$ cat config.mk
export PLATFORM = sky130hd
export DESIGN_NAME = loss_based_bitrate_controller_top_flat
export DESIGN_NICKNAME = d
export VERILOG_FILES = /design/src/rtl/lbc_pkg.sv /design/src/rtl/lbc_ifs.sv /design/src/rtl/lbc_regs.sv /design/src/rtl/lbc_rate_calc.sv /design/src/rtl/loss_based_bitrate_controller_top.sv /design/src/flat_wrapper.sv
export VERILOG_INCLUDE_DIRS = /design/src /design/src/rtl
export SDC_FILE = /design/constraint.sdc
export NUM_CORES = 2
export LEC_CHECK = 0
export BUFFER_PORTS_ARGS = -buffer_cell sky130_fd_sc_hd__buf_2
export CAP_MARGIN = 20
export CORE_MARGIN = 2
export CORE_UTILIZATION = 48
export DETAILED_ROUTE_END_ITERATION = 6
export PLACE_DENSITY = 0.63
export SLEW_MARGIN = 20
export SYNTH_ARGS = -nofsm -noshare
export SYNTH_HDL_FRONTEND = slang
export SYNTH_SLANG_ARGS = --single-unit
$ cat constraint.sdc
create_clock -name clk -period 16.73 [get_ports clk]
set_input_delay 0.8365 -clock clk [delete_from_list [all_inputs] [get_ports clk]]
set_output_delay 0.8365 -clock clk [all_outputs]
set_load 0.01 [all_outputs]
$ cat src/rtl/loss_based_bitrate_controller_top_macros.svh
// ----------------------------------------------------------------------------
// bitrate controller assertion macros
// shared concurrent assertion helpers, empty when synthesizing
// ----------------------------------------------------------------------------
`ifndef LOSS_BASED_BITRATE_CONTROLLER_TOP_MACROS_SVH
`define LOSS_BASED_BITRATE_CONTROLLER_TOP_MACROS_SVH

`ifndef SYNTHESIS
// same-cycle implication
`define LBC_ASSERT_IMPL(label, ante, cons, msg) \
    label: assert property (@(posedge clk) disable iff (!rst_n) (ante) |-> (cons)) \
        else $error(msg);
// next-cycle implication
`define LBC_ASSERT_NEXT(label, ante, cons, msg) \
    label: assert property (@(posedge clk) disable iff (!rst_n) (ante) |=> (cons)) \
        else $error(msg);
`else
`define LBC_ASSERT_IMPL(label, ante, cons, msg)
`define LBC_ASSERT_NEXT(label, ante, cons, msg)
`endif

`endif

$ cat src/rtl/lbc_pkg.sv
// ----------------------------------------------------------------------------
// lbc_pkg
// types, register map and constants of the loss based bitrate controller
// ----------------------------------------------------------------------------
package lbc_pkg;

    localparam int RATE_W   = 32;
    localparam int Q16_W    = 16;
    localparam int MS_W     = 10;
    localparam int LBC_ADDR_W = 5;
    localparam int REG_IDX_W  = 3;
    localparam int FRAC_BITS  = 14;

    // request kinds
    localparam logic [1:0] REQ_REMB     = 2'd0;
    localparam logic [1:0] REQ_LOSS     = 2'd1;
    localparam logic [1:0] REQ_TICK     = 2'd2;
    localparam logic [1:0] REQ_OVERRIDE = 2'd3;

    // register indexes
    localparam logic [REG_IDX_W-1:0] REG_START = 3'd0;
    localparam logic [REG_IDX_W-1:0] REG_MIN   = 3'd1;
    localparam logic [REG_IDX_W-1:0] REG_MAX   = 3'd2;
    localparam logic [REG_IDX_W-1:0] REG_THR   = 3'd3;
    localparam logic [REG_IDX_W-1:0] REG_DEC   = 3'd4;
    localparam logic [REG_IDX_W-1:0] REG_INC   = 3'd5;

    // reset values
    localparam logic [RATE_W-1:0] RST_START = 32'd300000;
    localparam logic [RATE_W-1:0] RST_MIN   = 32'd30000;
    localparam logic [RATE_W-1:0] RST_MAX   = 32'd2500000;
    localparam logic [Q16_W-1:0]  RST_THR   = 16'd6554;
    localparam logic [Q16_W-1:0]  RST_DEC   = 16'd13926;
    localparam logic [Q16_W-1:0]  RST_INC   = 16'd17695;

    // overuse ends below 0.005 in Q0.16
    localparam logic [Q16_W-1:0] LOSS_CLEAR = 16'd328;

    // floor(x / 50) = (x * RECIP_50) >> RECIP_SHIFT for any 32-bit x
    localparam logic [RATE_W-1:0] RECIP_50    = 32'h51EB851F;
    localparam int                RECIP_SHIFT = 36;

    typedef struct packed {
        logic              load_start;
        logic [RATE_W-1:0] start_rate;
        logic [RATE_W-1:0] min_rate;
        logic [RATE_W-1:0] max_rate;
        logic [Q16_W-1:0]  loss_thr;
        logic [Q16_W-1:0]  dec_factor;
        logic [Q16_W-1:0]  inc_factor;
    } cfg_t;

    typedef struct packed {
        logic [RATE_W-1:0] rate;
        logic              overuse;
        logic              changed;
    } upd_t;

    // lower bound is tested first
    function automatic logic [RATE_W-1:0] clamp_rate(input logic [RATE_W+1:0] v,
                                                    input logic [RATE_W-1:0] lo,
                                                    input logic [RATE_W-1:0] hi);
        logic [RATE_W-1:0] res;
        if (v < {2'b00, lo}) begin
            res = lo;
        end else if (v > {2'b00, hi}) begin
            res = hi;
        end else begin
            res = v[RATE_W-1:0];
        end
        return res;
    endfunction

endpackage

$ cat src/rtl/lbc_ifs.sv
// ----------------------------------------------------------------------------
// lbc request and response channels
// valid/ready channels carrying the controller requests and results
// ----------------------------------------------------------------------------
interface lbc_req_if
    import lbc_pkg::*;
();
    logic              valid;
    logic              ready;
    logic [1:0]        req_type;
    logic [RATE_W-1:0] bitrate_value;
    logic [Q16_W-1:0]  loss_value;

    modport source (output valid, req_type, bitrate_value, loss_value, input ready);
    modport sink   (input valid, req_type, bitrate_value, loss_value, output ready);
endinterface

interface lbc_rsp_if
    import lbc_pkg::*;
();
    logic              valid;
    logic              ready;
    logic [RATE_W-1:0] estimated_bitrate;
    logic [RATE_W-1:0] cap_bitrate;
    logic [Q16_W-1:0]  loss_level;
    logic              overuse_active;
    logic              underuse_active;
    logic              bitrate_changed;

    modport source (output valid, estimated_bitrate, cap_bitrate, loss_level,
                    overuse_active, underuse_active, bitrate_changed, input ready);
    modport sink   (input valid, estimated_bitrate, cap_bitrate, loss_level,
                    overuse_active, underuse_active, bitrate_changed, output ready);
endinterface

$ cat src/rtl/lbc_regs.sv
// ----------------------------------------------------------------------------
// lbc_regs
// apb configuration registers of the bitrate controller
// ----------------------------------------------------------------------------
module lbc_regs
    import lbc_pkg::*;
(
    input  logic                  clk,
    input  logic                  rst_n,
    input  logic                  psel,
    input  logic                  penable,
    input  logic                  pwrite,
    input  logic [LBC_ADDR_W-1:0] paddr,
    input  logic [31:0]           pwdata,
    output logic [31:0]           prdata,
    output cfg_t                  cfg
);

    logic [REG_IDX_W-1:0] idx;
    logic                 wr_en;
    logic [RATE_W-1:0]    start_reg;
    logic [RATE_W-1:0]    min_reg;
    logic [RATE_W-1:0]    max_reg;
    logic [Q16_W-1:0]     thr_reg;
    logic [Q16_W-1:0]     dec_reg;
    logic [Q16_W-1:0]     inc_reg;

    assign idx   = paddr[LBC_ADDR_W-1:2];
    assign wr_en = psel && penable && pwrite;

    always_ff @(posedge clk or negedge rst_n)
    begin
        if (!rst_n)
        begin
            start_reg <= RST_START;
            min_reg   <= RST_MIN;
            max_reg   <= RST_MAX;
            thr_reg   <= RST_THR;
            dec_reg   <= RST_DEC;
            inc_reg   <= RST_INC;
        end
        else if (wr_en)
        begin
            case (idx)
                REG_START: start_reg <= pwdata;
                REG_MIN:   min_reg   <= pwdata;
                REG_MAX:   max_reg   <= pwdata;
                REG_THR:   thr_reg   <= pwdata[Q16_W-1:0];
                REG_DEC:   dec_reg   <= pwdata[Q16_W-1:0];
                REG_INC:   inc_reg   <= pwdata[Q16_W-1:0];
                default:   ;
            endcase
        end
    end

    always_comb
    begin
        case (idx)
            REG_START: prdata = start_reg;
            REG_MIN:   prdata = min_reg;
            REG_MAX:   prdata = max_reg;
            REG_THR:   prdata = {16'd0, thr_reg};
            REG_DEC:   prdata = {16'd0, dec_reg};
            REG_INC:   prdata = {16'd0, inc_reg};
            default:   prdata = '0;
        endcase
    end

    // start write also reloads current and target rate in the core
    assign cfg.load_start = wr_en && (idx == REG_START);
    assign cfg.start_rate = pwdata;
    assign cfg.min_rate   = min_reg;
    assign cfg.max_rate   = max_reg;
    assign cfg.loss_thr   = thr_reg;
    assign cfg.dec_factor = dec_reg;
    assign cfg.inc_factor = inc_reg;

endmodule

$ cat src/rtl/lbc_rate_calc.sv
// ----------------------------------------------------------------------------
// lbc_rate_calc
// one rate update: scale, clamp to min/max, cap by target
// ----------------------------------------------------------------------------
module lbc_rate_calc
    import lbc_pkg::*;
(
    input  cfg_t              cfg,
    input  logic [RATE_W-1:0] current,
    input  logic [RATE_W-1:0] target,
    input  logic [Q16_W-1:0]  loss,
    input  logic              overuse,
    output upd_t              upd
);

    logic                      high_loss;
    logic [Q16_W-1:0]          factor;
    logic [RATE_W+Q16_W-1:0]   prod_f;
    logic [RATE_W+1:0]         scaled;
    logic [2*RATE_W-1:0]       prod_q;
    logic [RATE_W:0]           recov;
    logic [RATE_W+1:0]         cand;
    logic [RATE_W-1:0]         clamped;
    logic [RATE_W-1:0]         capped;

    assign high_loss = loss > cfg.loss_thr;
    assign factor    = high_loss ? cfg.dec_factor : cfg.inc_factor;

    // Q2.14 product, truncated
    assign prod_f = {{Q16_W{1'b0}}, current} * {{RATE_W{1'b0}}, factor};
    assign scaled = prod_f[RATE_W+Q16_W-1:FRAC_BITS];

    // recovery: rate * 51 / 50 equals rate + rate / 50
    assign prod_q = {{RATE_W{1'b0}}, current} * {{RATE_W{1'b0}}, RECIP_50};
    assign recov  = {1'b0, current}
                  + {{(RECIP_SHIFT-RATE_W+1){1'b0}}, prod_q[2*RATE_W-1:RECIP_SHIFT]};

    assign cand    = (high_loss || !overuse) ? scaled : {1'b0, recov};
    assign clamped = clamp_rate(cand, cfg.min_rate, cfg.max_rate);
    assign capped  = (clamped > target) ? target : clamped;

    assign upd.rate    = capped;
    assign upd.overuse = high_loss || (overuse && (loss >= LOSS_CLEAR));
    assign upd.changed = capped != current;

endmodule

$ cat src/rtl/loss_based_bitrate_controller_top.sv
// ----------------------------------------------------------------------------
// loss_based_bitrate_controller_top
// loss driven multiplicative bitrate controller with receiver rate cap
//
//   channel  | dir | handshake          | carries
//   ---------+-----+--------------------+---------------------------------
//   req      | in  | valid/ready        | req_type, bitrate_value, loss
//   rsp      | out | valid/ready        | estimate, cap, loss, flags
//   apb      | in  | psel/penable       | six config registers, 4-byte step
//
// one request per cycle; each passes from acceptance to result through
// a request register, then the rate update and the result register
// the update (one 32x16 and one 32x32 multiply, clamp, cap) sets the cycle
// a stalled result holds the request register; req.ready drops only then
// reset loads the register defaults; no clearing pass
// ----------------------------------------------------------------------------
`include "loss_based_bitrate_controller_top_macros.svh"

module loss_based_bitrate_controller_top
    import lbc_pkg::*;
#(
    parameter int unsigned UPDATE_PERIOD_MS = 25
)
(
    input  logic                  clk,
    input  logic                  rst_n,
    lbc_req_if.sink               req,
    lbc_rsp_if.source             rsp,
    input  logic                  psel,
    input  logic                  penable,
    input  logic                  pwrite,
    input  logic [LBC_ADDR_W-1:0] paddr,
    input  logic [31:0]           pwdata,
    output logic [31:0]           prdata,
    output logic                  pready
);

    localparam logic [MS_W-1:0] PERIOD_CNT = MS_W'(UPDATE_PERIOD_MS);

    cfg_t cfg;
    upd_t upd;

    // request register
    logic              stg_valid_reg;
    logic [1:0]        stg_type_reg;
    logic [RATE_W-1:0] stg_rate_reg;
    logic [Q16_W-1:0]  stg_loss_reg;

    // controller state
    logic [RATE_W-1:0] current_reg, current_next;
    logic [RATE_W-1:0] target_reg, target_next;
    logic [Q16_W-1:0]  loss_reg, loss_next;
    logic              overuse_reg, overuse_next;
    logic [MS_W-1:0]   ms_reg, ms_next;

    // result register
    logic              out_valid_reg;
    logic              changed_reg, changed_next;

    logic              adv;
    logic              run_upd;
    logic [MS_W-1:0]   ms_inc;
    logic [RATE_W-1:0] upd_target;
    logic [RATE_W+2:0] est_x5;
    logic [RATE_W+2:0] cap_x4;

    lbc_regs u_regs (
        .clk     (clk),
        .rst_n   (rst_n),
        .psel    (psel),
        .penable (penable),
        .pwrite  (pwrite),
        .paddr   (paddr),
        .pwdata  (pwdata),
        .prdata  (prdata),
        .cfg     (cfg)
    );

    assign pready = 1'b1;

    assign adv       = stg_valid_reg && (!out_valid_reg || rsp.ready);
    assign req.ready = !stg_valid_reg || adv;

    assign ms_inc     = ms_reg + MS_W'(1);
    assign upd_target = (stg_type_reg == REQ_REMB) ? stg_rate_reg : target_reg;

    lbc_rate_calc u_calc (
        .cfg     (cfg),
        .current (current_reg),
        .target  (upd_target),
        .loss    (loss_reg),
        .overuse (overuse_reg),
        .upd     (upd)
    );

    always_comb
    begin
        current_next = current_reg;
        target_next  = target_reg;
        loss_next    = loss_reg;
        overuse_next = overuse_reg;
        ms_next      = ms_reg;
        changed_next = 1'b0;
        run_upd      = 1'b0;
        case (stg_type_reg)
            REQ_REMB:
            begin
                target_next = stg_rate_reg;
                run_upd     = 1'b1;
            end
            REQ_LOSS:
            begin
                loss_next = stg_loss_reg;
            end
            REQ_TICK:
            begin
                if (ms_inc >= PERIOD_CNT)
                begin
                    ms_next = '0;
                    run_upd = 1'b1;
                end
                else
                begin
                    ms_next = ms_inc;
                end
            end
            REQ_OVERRIDE:
            begin
                current_next = clamp_rate({2'b00, stg_rate_reg}, cfg.min_rate, cfg.max_rate);
            end
            default: ;
        endcase
        if (run_upd)
        begin
            current_next = upd.rate;
            overuse_next = upd.overuse;
            changed_next = upd.changed;
        end
    end

    always_ff @(posedge clk or negedge rst_n)
    begin
        if (!rst_n)
        begin
            stg_valid_reg <= 1'b0;
            out_valid_reg <= 1'b0;
            current_reg   <= RST_START;
            target_reg    <= RST_START;
            loss_reg      <= '0;
            overuse_reg   <= 1'b0;
            ms_reg        <= '0;
            changed_reg   <= 1'b0;
        end
        else
        begin
            if (req.ready)
            begin
                stg_valid_reg <= req.valid;
            end
            if (adv)
            begin
                out_valid_reg <= 1'b1;
                changed_reg   <= changed_next;
                loss_reg      <= loss_next;
                overuse_reg   <= overuse_next;
                ms_reg        <= ms_next;
            end
            else if (rsp.ready)
            begin
                out_valid_reg <= 1'b0;
            end
            if (cfg.load_start)
            begin
                current_reg <= cfg.start_rate;
                target_reg  <= cfg.start_rate;
            end
            else if (adv)
            begin
                current_reg <= current_next;
                target_reg  <= target_next;
            end
        end
    end

    always_ff @(posedge clk)
    begin
        if (req.ready && req.valid)
        begin
            stg_type_reg <= req.req_type;
            stg_rate_reg <= req.bitrate_value;
            stg_loss_reg <= req.loss_value;
        end
    end

    // state registers double as the result payload
    assign rsp.valid             = out_valid_reg;
    assign rsp.estimated_bitrate = current_reg;
    assign rsp.cap_bitrate       = target_reg;
    assign rsp.loss_level        = loss_reg;
    assign rsp.overuse_active    = overuse_reg;
    assign rsp.bitrate_changed   = changed_reg;

    // estimate * 5 < cap * 4
    assign est_x5 = {1'b0, current_reg, 2'b00} + {3'b000, current_reg};
    assign cap_x4 = {1'b0, target_reg, 2'b00};
    assign rsp.underuse_active = est_x5 < cap_x4;

    `LBC_ASSERT_NEXT(a_update_within_cap, adv && run_upd && !cfg.load_start,
        current_reg <= target_reg, "rate above cap after update")
    `LBC_ASSERT_NEXT(a_loss_keeps_rate,
        adv && (stg_type_reg == REQ_LOSS) && !cfg.load_start,
        current_reg == $past(current_reg), "loss report changed the rate")
    `LBC_ASSERT_IMPL(a_ms_in_period, 1'b1, ms_reg < PERIOD_CNT,
        "tick counter past the update period")
    `LBC_ASSERT_NEXT(a_held_request, stg_valid_reg && !adv,
        stg_valid_reg && $stable(stg_type_reg) && $stable(stg_rate_reg),
        "pending request lost while result stalled")

endmodule

$ cat src/flat_wrapper.sv
// flat-port wrapper written by rule: the top's interface ports become plain ports
module loss_based_bitrate_controller_top_flat import lbc_pkg::*;
#(
    parameter int unsigned UPDATE_PERIOD_MS = 25
)
  (clk, rst_n, psel, penable, pwrite, paddr, pwdata, prdata, pready, req_valid, req_req_type, req_bitrate_value, req_loss_value, req_ready, rsp_valid, rsp_estimated_bitrate, rsp_cap_bitrate, rsp_loss_level, rsp_overuse_active, rsp_underuse_active, rsp_bitrate_changed, rsp_ready);
  lbc_req_if req_i ();
  lbc_rsp_if rsp_i ();
  input  logic clk;
  input  logic rst_n;
  input  logic psel;
  input  logic penable;
  input  logic pwrite;
  input  logic [LBC_ADDR_W-1:0] paddr;
  input  logic [31:0] pwdata;
  output logic [31:0] prdata;
  output logic pready;
  input wire logic [$bits(req_i.valid)-1:0] req_valid;
  input wire logic [$bits(req_i.req_type)-1:0] req_req_type;
  input wire logic [$bits(req_i.bitrate_value)-1:0] req_bitrate_value;
  input wire logic [$bits(req_i.loss_value)-1:0] req_loss_value;
  output wire logic [$bits(req_i.ready)-1:0] req_ready;
  output wire logic [$bits(rsp_i.valid)-1:0] rsp_valid;
  output wire logic [$bits(rsp_i.estimated_bitrate)-1:0] rsp_estimated_bitrate;
  output wire logic [$bits(rsp_i.cap_bitrate)-1:0] rsp_cap_bitrate;
  output wire logic [$bits(rsp_i.loss_level)-1:0] rsp_loss_level;
  output wire logic [$bits(rsp_i.overuse_active)-1:0] rsp_overuse_active;
  output wire logic [$bits(rsp_i.underuse_active)-1:0] rsp_underuse_active;
  output wire logic [$bits(rsp_i.bitrate_changed)-1:0] rsp_bitrate_changed;
  input wire logic [$bits(rsp_i.ready)-1:0] rsp_ready;
  assign req_i.valid = req_valid;
  assign req_i.req_type = req_req_type;
  assign req_i.bitrate_value = req_bitrate_value;
  assign req_i.loss_value = req_loss_value;
  assign req_ready = req_i.ready;
  assign rsp_valid = rsp_i.valid;
  assign rsp_estimated_bitrate = rsp_i.estimated_bitrate;
  assign rsp_cap_bitrate = rsp_i.cap_bitrate;
  assign rsp_loss_level = rsp_i.loss_level;
  assign rsp_overuse_active = rsp_i.overuse_active;
  assign rsp_underuse_active = rsp_i.underuse_active;
  assign rsp_bitrate_changed = rsp_i.bitrate_changed;
  assign rsp_i.ready = rsp_ready;
  loss_based_bitrate_controller_top #(.UPDATE_PERIOD_MS(UPDATE_PERIOD_MS)) u_core (.clk(clk), .rst_n(rst_n), .req(req_i), .rsp(rsp_i), .psel(psel), .penable(penable), .pwrite(pwrite), .paddr(paddr), .pwdata(pwdata), .prdata(prdata), .pready(pready));
endmodule
### After elaboration in Yosys (flattened, before gate mapping)

Cells that the tools add are included.

| storage, ports and cells | value |
|---|---|
| logic and storage cells | 89 |
| register bits after elaboration | 288 |

| cells by class | value |
|---|---|
| add/subtract/negate cells | 3 |
| reductions and logical operators | 28 |
| order comparisons | 9 |
| multiply operators | 2 |
| equality and inequality tests | 9 |
| multiplexer cells | 21 |

Operators by type and width:

| operator | count |
|---|---|
| 32-bit 2-to-1 mux | 12 |
| 32-bit one-hot mux with 6 select lines | 1 |
| 32-bit > comparator | 2 |
| 32-bit by 31-bit multiplier with 63-bit output, second input constant | 1 |
| 32-bit by 16-bit multiplier with 48-bit output | 1 |
| 34-bit by 32-bit adder with 35-bit output | 1 |
| 35-bit by 34-bit less-than comparator with 1-bit output | 1 |
| 34-bit by 32-bit > comparator with 1-bit output | 1 |
| 34-bit by 32-bit less-than comparator with 1-bit output | 1 |
| 34-bit 2-to-1 mux | 1 |
| 32-bit by 27-bit adder with 33-bit output | 1 |
| 32-bit less-than comparator | 1 |
| 32-bit != test | 1 |
| 2-bit AND reduction | 10 |
| 16-bit by 9-bit greater-or-equal comparator with 1-bit output, second input constant | 1 |
| 16-bit > comparator | 1 |
| 16-bit 2-to-1 mux | 1 |
| 10-bit by 1-bit adder with 10-bit output, second input constant | 1 |
| 10-bit by 5-bit greater-or-equal comparator with 1-bit output, second input constant | 1 |
| 10-bit 2-to-1 mux | 1 |
| 3-bit by 2-bit equality test with 1-bit output, second input constant | 2 |
| 3-bit equality test, second input constant | 2 |
| 1-bit logical AND | 6 |
| 2-bit equality test, second input constant | 2 |
| 10 further kinds | 19 |

### Depth between registers and ports, before layout

| logic depth | value |
|---|---|
| depth in word-level cells | 12 |
| gate-level depth with buffers | 70 |
| mapped depth without buffers | 66 |

### By module

From an unflattened synthesis, not the netlist that was laid out.

| second synthesis, totals | value |
|---|---|
| cell total of the unflattened synthesis | 6367 |
| area, all modules | 57590.2 um2 |

By module, submodules not included:

| module | cells each | area an instance (um2) | instances | seq. area each (um2) |
|---|---|---|---|---|
| lbc_rate_calc | 4605 | 39536.7 | 1 | 0.0 |
| loss_based_bitrate_controller_top | 1238 | 11070.6 | 1 | 3873.7 |
| lbc_regs | 524 | 6982.9 | 1 | 3661.0 |

### Least setup slack after synthesis

Ideal clock, no wire load.

| timing | value |
|---|---|
| kind | flip-flop to flip-flop |
| from | reg u_core.current_reg[5] (netlist: u_core.rsp.estimated_bitrate[5]) |
| to | reg u_core.current_reg[31] (netlist: u_core.rsp.estimated_bitrate[31]) |
| buffers on the path | 5 |
| period minus slack after synthesis | 14.157 ns |
| stages on the path, launching flop included | 68 |
| arrival | 14.029 ns |
| path slack | 2.573 ns |
| library setup time | 0.128 ns |
| cell sequence | dfstp_2 -> clkbuf_1 -> clkinv_1 -> fa_1 -> inv_1 -> ha_1 -> fa_1 -> inv_1 -> fa_1 -> inv_1 -> fa_1 -> fa_1 -> fa_1 -> inv_1 -> fa_1 -> inv_1 -> ha_1 -> a21o_1 -> (+32 left out) -> o21ai_1 -> o21ai_1 -> ha_1 -> nor2b_1 -> o21a_1 -> o21a_1 -> o21a_1 -> o21ai_0 -> nand2b_1 -> a21oi_1 -> o221a_2 -> nor2_1 -> o21ai_0 -> clkbuf_1 -> clkbuf_1 -> o311ai_1 -> a221oi_1 -> o21ai_1 |

| between the ends | value |
|---|---|
| longest elaborated chain between the ends | 11 |

Ends and longest elaborated chain:

| item | RTL line | source |
|---|---|---|
| start, declared | loss_based_bitrate_controller_top.sv:50 | `logic [RATE_W-1:0] current_reg, current_next;` |
| start signal, assigned | loss_based_bitrate_controller_top.sv:174 | `current_reg <= cfg.start_rate;` |
| start signal, assigned | loss_based_bitrate_controller_top.sv:179 | `current_reg <= current_next;` |
| 32-bit by 31-bit multiplier with 63-bit output | lbc_rate_calc.sv:34 | `assign prod_q = {{RATE_W{1'b0}}, current} * {{RATE_W{1'b0}}, RECIP_50};` |
| 32-bit by 27-bit adder with 33-bit output | lbc_rate_calc.sv:36 | `+ {{(RECIP_SHIFT-RATE_W+1){1'b0}}, prod_q[2*RATE_W-1:RECIP_SHIFT]};` |
| 34-bit 2-to-1 mux * | lbc_rate_calc.sv:38 | `assign cand = (high_loss \|\| !overuse) ? scaled : {1'b0, recov};` |
| 34-bit by 32-bit > comparator with 1-bit output | lbc_pkg.sv:66 | `end else if (v > {2'b00, hi}) begin` |
| 32-bit 2-to-1 mux | lbc_pkg.sv:66 |  |
| 32-bit 2-to-1 mux * | lbc_pkg.sv:64 | `if (v < {2'b00, lo}) begin` |
| 32-bit > comparator | lbc_rate_calc.sv:40 | `assign capped = (clamped > target) ? target : clamped;` |
| 32-bit 2-to-1 mux * | lbc_rate_calc.sv:40 |  |
| 32-bit 2-to-1 mux * | loss_based_bitrate_controller_top.sv:133 | `if (run_upd)` |
| 32-bit 2-to-1 mux * | loss_based_bitrate_controller_top.sv:177 | `else if (adv)` |
| 32-bit 2-to-1 mux * | loss_based_bitrate_controller_top.sv:172 | `if (cfg.load_start)` |

Mark *: on every way between the ends. The rest lies on a longest branch, timed or not. The select of a mux whose other input is x is not followed.
A chain may end at the register's enable or synchronous reset.

### Final worst setup path

| timing | value |
|---|---|
| from | reg u_core.u_regs.thr_reg[12] |
| to | reg u_core.current_reg[8] (netlist: u_core.rsp.estimated_bitrate[8]) |

| between the ends | value |
|---|---|
| longest elaborated chain between the ends | 12 |

Ends and longest elaborated chain:

| item | RTL line | source |
|---|---|---|
| start, declared | lbc_regs.sv:24 | `logic [Q16_W-1:0] thr_reg;` |
| start signal, assigned | lbc_regs.sv:48 | `REG_THR: thr_reg <= pwdata[Q16_W-1:0];` |
| 16-bit > comparator * | lbc_rate_calc.sv:26 | `assign high_loss = loss > cfg.loss_thr;` |
| 16-bit 2-to-1 mux | lbc_rate_calc.sv:27 | `assign factor = high_loss ? cfg.dec_factor : cfg.inc_factor;` |
| 32-bit by 16-bit multiplier with 48-bit output | lbc_rate_calc.sv:30 | `assign prod_f = {{Q16_W{1'b0}}, current} * {{RATE_W{1'b0}}, factor};` |
| 34-bit 2-to-1 mux * | lbc_rate_calc.sv:38 |  |
| 34-bit by 32-bit > comparator with 1-bit output | lbc_pkg.sv:66 |  |
| 32-bit 2-to-1 mux | lbc_pkg.sv:66 |  |
| 32-bit 2-to-1 mux * | lbc_pkg.sv:64 |  |
| 32-bit > comparator | lbc_rate_calc.sv:40 |  |
| 32-bit 2-to-1 mux * | lbc_rate_calc.sv:40 |  |
| 32-bit 2-to-1 mux * | loss_based_bitrate_controller_top.sv:133 |  |
| 32-bit 2-to-1 mux * | loss_based_bitrate_controller_top.sv:177 |  |
| 32-bit 2-to-1 mux * | loss_based_bitrate_controller_top.sv:172 |  |

Marked as above.

==> results.txt <==
# Max-Cap Violations - 0
Min Clock Period, post-route - 16.09 ns
CTS tree - yes
clk slew on worst S/H paths - 0.07 ns
gr busiest metal - met2
die footprint - 119000 µm²
status - finished, violations left
Final Hold Vio Count - 0
Net Count, Synth - 7885
Cell Rows - 125
DP HPWL - 169000 µm
Residual DRC - 3
f_max - 62.2 MHz
CTS Buf Count - 29
top_reg_cell synth - dfrtp_1
vias in the first global route - 47200
met2 Track Usage GR - 0.531
R2R Path Start - u_core.u_regs.thr_reg[12]
Synth Register Bits - 288
failing checks - DRC
Cells after Synth - 6210
Worst Tran Pin Value - 1.09 ns
Layout area overhead - 7.30%
post-route ant nets - 0
FF-to-FF path depth - 60
detailed router's first-iteration violation count - 4829
CP Data Required Time - 17.20 ns
setup_tns - 0 ns
critical path type - register to register
wire length per cell - 26.1 µm
initial antenna violation count - 4
CTS Buffer Depth - 3
largest net degree at the start of global routing - 110
Worst path max stage delay - 0.79 ns
Initial Util - 0.482
syn_area_per_cell - 8.98 µm²
chip width - 345 µm
setup violators final - 0
number of synthesized flops with an enable pin - 50
clk_lat worst skew - 0.61 ns
total core area - 116000 µm²
Worst Path Arrival - 16.56 ns
CTS H-Tree Depth - 1
Final nets - 8021
worst min-delay path class - input pin to async pin
n_diodes - 0
first-pass GRT wire length - 307000 µm
GP Congestion - 1.04
Worst R2R End - u_core.rsp.estimated_bitrate[8]
RSZ-0062 raised after global routing - no
post-synthesis cell type count - 99
fraction of layout cells with a size suffix above 1 - 0.0963
M3 GR Usage - 0.0687
hold_buf cts - 0
Post-Syn Area - 55800 µm²
gr usage total - 0.351
CP dominant cell by count - inv_1
Fillers - 11000
vias per cell - 5.88
nature of the critical path endpoint - register
Synth Warn # - 0
TritonRoute pass-1 iters - 7
ys async rst share - 0.826
Root Buffer - clkbuf_16
reg-to-reg slack, setup - 0.64 ns
Multi-input gate area - 42700 µm²
worst rel slew slack - 0.250
Chip Height - 345 µm
Sinks on Clock Net - 288
flip-flop and latch area - 7550 µm²
max-slew violation count - 0
Max FO, Critical Path - 32
# IOs - 212
commonest cells after routing, fill and taps aside - inv_1 (1259), fa_1 (836), ha_1 (745)
clock skew - 0.0476 ns
met1 Resource Use GR - 0.482
Slowest-stage cell, CP - mux2_2
via count - 46400
fin crit share - 0.962
Critical Path Start Type - register
GRT overflow - 0
register area share after synthesis - 0.135
final wirelength - 206000 µm
commonest non-fill, non-tap cell in the layout - inv_1
Port Buf Inserts - 208
[cells in the mapped netlist, drive strengths merged (8+ instances only)]
cell type  count  area (µm²)
dfrtp        176        4400
clkbuf       198         743
a211oi        26         205
o21bai        15         113
a21boi        12        90.1
a2111oi        8        77.6
dfstp         62        1630
a21oi        257        1300
or2            8        50.1
nor3          39         205
and3          26         163
a22oi         43         323
a221oi        14         129
o31ai         26         239
clkinv        13        48.8
o21ai        322        1620
mux2          89        1000
o21a          33         248
or3           17         106
mux2i         93         931
buf           37         208
o211ai        33         262
xnor2        159        1390
o211a         13         130
edfxtp        50        1500
o2111ai       11        96.3
a31oi         38         244
and2          58         363
inv         1262        4740
nand3         77         390
nor4          14         103
nor2b         29         184
a31o          10        87.6
nor2         307        1160
nand4         76         475
ha           745        9320
nand2        722        2710
fa           836       16700
a21o         101         758
nand2b        32         200
xor2          37         324
[layer usage]
| metal | part of all wire | vias to the layer above |
|---|---|---|
| met5 | 0.000063 | - |
| met4 | 0.063 | 2 |
| met3 | 0.11 | 550 |
| met2 | 0.43 | 2556 |
| met1 | 0.40 | 23000 |
| li1 | - | 20300 |
[how the worst max path moves through the flow]
stage / startpoint / to / slack (ns) / cells after the start
6_report: u_core.u_regs.thr_reg[12] / u_core.rsp.estimated_bitrate[8] / 0.64 / 60
4_1_cts: u_core.rsp.estimated_bitrate[6] / u_core.rsp.estimated_bitrate[8] / 0.66 / 68
5_1_grt: u_core.rsp.estimated_bitrate[6] / u_core.rsp.estimated_bitrate[8] / 0.12 / 65
3_5_place_dp: u_core.rsp.estimated_bitrate[6] / u_core.rsp.estimated_bitrate[8] / 0.72 / 68
3_3_place_gp: u_core.rsp.estimated_bitrate[6] / u_core.rsp.estimated_bitrate[10] / 0.82 / 67
2_1_floorplan: u_core.rsp.estimated_bitrate[5] / u_core.rsp.estimated_bitrate[31] / 2.57 / 67
[timing repair]
| action | 4_1_cts | 5_1_grt |
|---|---|---|
| endpoints found under the setup margin | 0 | 29 |
| setup buffers | 0 | 0 |
| resized for setup | 0 | 4 |
[worst max-delay path: cells and delay by family (launching register included)]
kind | cells | cell delay, ns
DFF | 1 | 0.57
and+or+nand+nor | 14 | 2.93
muxes | 1 | 0.79
adders and majority gates | 10 | 4.50
buffers and inverters | 12 | 1.87
AOI/OAI and AO/OA | 22 | 4.99
xor gates and xnor gates | 1 | 0.22
[kinds of logic (layout without fill, tap and decap cells)]
family,after synthesis,in the layout,share of synthesized area
other cells,1,1,0.0000672
flops,288,288,0.135
simple gates,1427,1427,0.113
compound gates,1024,1024,0.116
buf+inv,1510,1668,0.103
mux,182,182,0.0347
xor+xnor,197,197,0.0312
fa+ha+maj,1581,1581,0.467
[metrics by stage]
stage | setup slack [ns] | hold slack, ns | cells | area [µm²] | util
final | 0.642 | 0.337 | 7892 | 59900 | 0.517
after global routing | 0.115 | 0.409 | 7892 | 59900 | 0.517
after CTS | 0.661 | 0.351 | 7892 | 59800 | 0.517
after detailed placement | 0.722 | 0.451 | 7839 | 59000 | 0.510
after global placement | 0.816 | 0.447 | 7839 | 59000 | 0.510
after floorplan | 2.57 | 0.439 | 6210 | 55800 | -
[layout make-up]
| type | instances | area share |
|---|---|---|
| clock buffers | 40 | 0.0131 |
| well taps | 1524 | 0.0319 |
| flip-flops and latches | 288 | 0.126 |
| repair buffers | 340 | 0.0350 |
| clock inverters | 13 | 0.00136 |
| inverters | 1275 | 0.0799 |
| multi-input cells | 4412 | 0.713 |
Power is not shown: default switching activity piles up to over one toggle a cycle in this logic, so the estimate is an artifact.
